`src/heq_ram.sv`:
```
module heq_ram #(
  parameter int WIDTH = 8,
  parameter int DEPTH = 256
) (
  input  logic                     clk,
  input  logic                     we,
  input  logic [$clog2(DEPTH)-1:0] waddr,
  input  logic [WIDTH-1:0]         wdata,
  input  logic                     re,
  input  logic [$clog2(DEPTH)-1:0] raddr,
  output logic [WIDTH-1:0]         rdata
);

  logic [WIDTH-1:0] mem [DEPTH];
  logic [WIDTH-1:0] rdata_r;

  // one write port, one registered read port
  always_ff @(posedge clk) begin
    if (we) begin
      mem[waddr] <= wdata;
    end
    if (re) begin
      rdata_r <= mem[raddr];
    end
  end

  assign rdata = rdata_r;

endmodule

```
`config.mk`:
```
export PLATFORM = sky130hd
export DESIGN_NAME = heq_ram
export DESIGN_NICKNAME = d
export VERILOG_FILES = /design/src/heq_ram.sv
export SDC_FILE = /design/constraint.sdc
export NUM_CORES = 2
export LEC_CHECK = 0
export BUFFER_PORTS_ARGS = -buffer_cell sky130_fd_sc_hd__buf_2
export CAP_MARGIN = 10
export CORE_MARGIN = 2
export CORE_UTILIZATION = 50
export DETAILED_ROUTE_END_ITERATION = 10
export PLACE_DENSITY = 0.8
export SLEW_MARGIN = 20
export SYNTH_ARGS = -nofsm -noshare
export SYNTH_HDL_FRONTEND = slang
export SYNTH_SLANG_ARGS = --single-unit
export TNS_END_PERCENT = 1
```
`constraint.sdc`:
```
create_clock -name clk -period 2.2 [get_ports clk]
set_input_delay 0.33 -clock clk [delete_from_list [all_inputs] [get_ports clk]]
set_output_delay 0.33 -clock clk [all_outputs]
set_load 0.1 [all_outputs]
```
==> summary.md <==
| Metric | Value |
|---|---|
| Syn_nets | `3760` |
| Synthesized flop and latch total | `2056` |
| Total GRT Usage | `0.2603` |
| First-pass GRT wire length | `305300 µm` |
| CP Max Fanout | `1` |
| Placed Cells | `6322` |
| Worst EP required | `2.75 ns` |
| Layout Skew | `0.04252 ns` |
| Placed cell area | `0.08751 mm²` |
| EDFF count, synth | `2056` |
| Hold Fails Final Rpt | `0` |
| Layout Nets | `4476` |
| Die area | `0.1625 mm²` |
| Routed Wire Length | `211500 µm` |
| Post-CTS setup buffers | `0` |
| Slew @ Worst Pin | `0.8064 ns` |
| Worst-path clk slew | `0.07 ns` |
| Failing checks | `negative setup slack` |
| DR vias | `43300` |
| IO Port Bufs | `34` |
| RSZ-0062 raised after global routing | `yes` |
| Total Power | `82.85 mW` |
| Initial antenna violation count | `13` |
| Total grt overflow | `0` |
| P_leak | `30.72 nW` |
| Die Y-Extent | `403.1 µm` |
| Initial core utilization | `0.5034` |
| Slew Limit Fails | `0` |
| Final Cycle Share | `1.145` |
| Post-route setup TNS | `-1.935 ns` |
| Post-synthesis instance total | `3733` |
| Boundary Pins | `35` |
| Ys Warns | `0` |
| CP endpoint kind | `flip-flop` |
| H-tree depth | `4` |
| Final setup viols | `8` |
| Most used cell, CP | `mux4_2` |
| Worst slew margin | `0.4613` |
| Critical hold path startpoint | `wdata[4]` |
| First-pass DRT Iterations | `6` |
| Final worst-path setup slack | `-0.3199 ns` |
| Critical-path cell list | `mux4_2 > mux4_2 > nor2b_4 > nor4_4 > buf_4 > nor4_2` |
| Worst hold path type | `in -> reg` |
| Finished Layout Cells | `6689` |
| Initial DRC count | `6621` |
| CTS tree | `yes` |
| Placer Congestion | `0.9345` |
| Layout cells sized above 1 | `0.3367` |
| Max incr delay on CP | `0.56 ns` |
| Avg Inst Size Synth | `21.33 µm²` |
| Max-Cap Viols | `0` |
| HPWL Detailed | `129900 µm` |
| Area Overhead vs Synth | `18.52%` |
| CTS Buf Count | `194` |
| Final Util | `0.5966` |
| FF-to-FF Start | `mem[71][2]` |
| Ys flop type | `edfxtp_1` |
| Clk Latency, worst-skew pair | `0.85 ns` |
| Post-synth ARST share | `0` |
| Vias in the first global route | `44190` |
| Commonest cells after routing, fill and taps aside | `2056 x edfxtp_1, 635 x buf_4, 454 x mux4_2, 276 x nor2_1, 197 x clkbuf_16` |
| Worst setup SP type | `flip-flop` |
| Power Density | `877.8 mW/mm²` |
| Delay-heaviest family, CP | `multiplexers` |
| Clock sink count | `2056` |
| Sequential fraction of the synthesis area | `0.7753` |
| Count of different cell masters after synthesis | `54` |
| Post-route antenna net violation count | `0` |
| DR WL/cell | `31.61 µm` |
| Minimum clock period | `2.520 ns` |
| Core ar. | `0.1582 mm²` |
| Die width | `403.1 µm` |
| Post-DR vias/cell | `6.473` |
| FP Rows | `146` |
| VDD IR max | `841.0 µV` |
| Final Cell Area | `0.09438 mm²` |
| Cell area after synthesis | `0.07964 mm²` |
| CP bufs+invs | `1` |
| Setup crit start | `mem[71][2]` |
| Most common cell after layout, fill and taps aside | `edfxtp_1` |
| Largest net degree at the start of global routing | `94` |
| CTS Root Cell | `clkbuf_16` |
| Setup CP Type | `reg -> reg` |
| Fmax | `396.8 MHz` |
| Critical path's slowest cell | `mux4_2` |
| Data arrival, critical path | `3.07 ns` |
| Status | `finished with violations` |
| Drt drc | `0` |
| Clock tree buffer depth | `3` |
## power breakdown
group          internal [mW]  total (mW)  switching, mW
Clock                   20.1        34.8           14.7
Sequential              43.2        43.3         0.0656
Combinational           1.87        4.81           2.93
## what timing repair did
item                       in CTS  in global routing
setup endpoints to repair      10                 10
gates cloned                    0                  0
pin swaps                      12                  8
gates resized for setup        36                 12
hold endpoints to repair       52                  0
hold buffers                    3                  0
## layout make-up
class	count	area, µm²
tap	2072	2592
multi-input combinational	1442	16740
inverter	2	7.507
timing repair buffer	753	6709
clock inverter	132	1539
fill	10360	63810
clock buffer	227	5042
sequential	2056	61740
antenna	5	12.51
## routing by layer
layer	global-route usage	up-vias	part of all wire
met3	0.07090	665	0.13
met1	0.3317	22100	0.34
met2	0.4227	3391	0.48
li1	-	17130	-
met5	0	-	0.00040
met4	0.1141	12	0.051
## path summary, 6_finish.rpt
kind	endpoint	slack, ns	cells past startpoint
setup / recovery	rdata[2]	-0.32	6
hold reg to reg	rdata[5]	1.21	7
setup reg to reg	rdata[2]	-0.32	6
hold / removal	mem[64][4]	0.03	2
## registers in the layout (all words and copies together) (netlist names)
signal  flops
mem      2048
rdata       8
## through the flow
| step | setup WS, ns | hold slack (ns) |
|---|---|---|
| 2_1_floorplan | -0.08740 | 0.4289 |
| 3_3_place_gp | -1.625 | 0.7543 |
| 3_5_place_dp | -1.216 | 0.7657 |
| 4_1_cts | -0.3002 | 0.01858 |
| 5_1_grt | -0.3372 | 0.02662 |
| 6_report | -0.3199 | 0.03007 |
## cell families (layout without fill, tap and decap cells)
kind of cell | after synthesis | count (layout) | share of synthesized area
flip-flops | 2056 | 2056 | 0.7753
other | 0 | 5 | 0
AND/OR/NAND/NOR | 466 | 466 | 0.02625
AO/OA/AOI/OAI | 385 | 385 | 0.03416
multiplexers | 591 | 591 | 0.1460
buffers and inverters | 235 | 1114 | 0.01829
## synth_stat cells (all sizes together) (2+ instances only)
master   number  area, µm²
o22a          5      43.79
o221ai       47      417.9
a22o          8      70.07
clkbuf      111      416.7
buf         122       1032
mux2i       134       1341
o22ai        28      175.2
nand3b        2      15.01
a22oi       133      998.5
a2111oi       5      52.55
nand2b        8      50.05
nand3        34      170.2
and3b         2      17.52
nor3         22      110.1
nor2b        31      193.9
and2          6      37.54
a21oi        96      480.5
a211oi       16      120.1
mux4        456      10280
o211ai       10      75.07
o21ai        12      60.06
o32ai         5      51.30
a31oi         2      12.51
edfxtp     2056      61740
a311oi        2      17.52
or2           4      25.02
nand4        10      62.56
nor2        282       1059
nor4         27      187.7
a221oi       14      128.9
nand2        33      123.9
No activity file was read; power rests on OpenSTA's default activity.
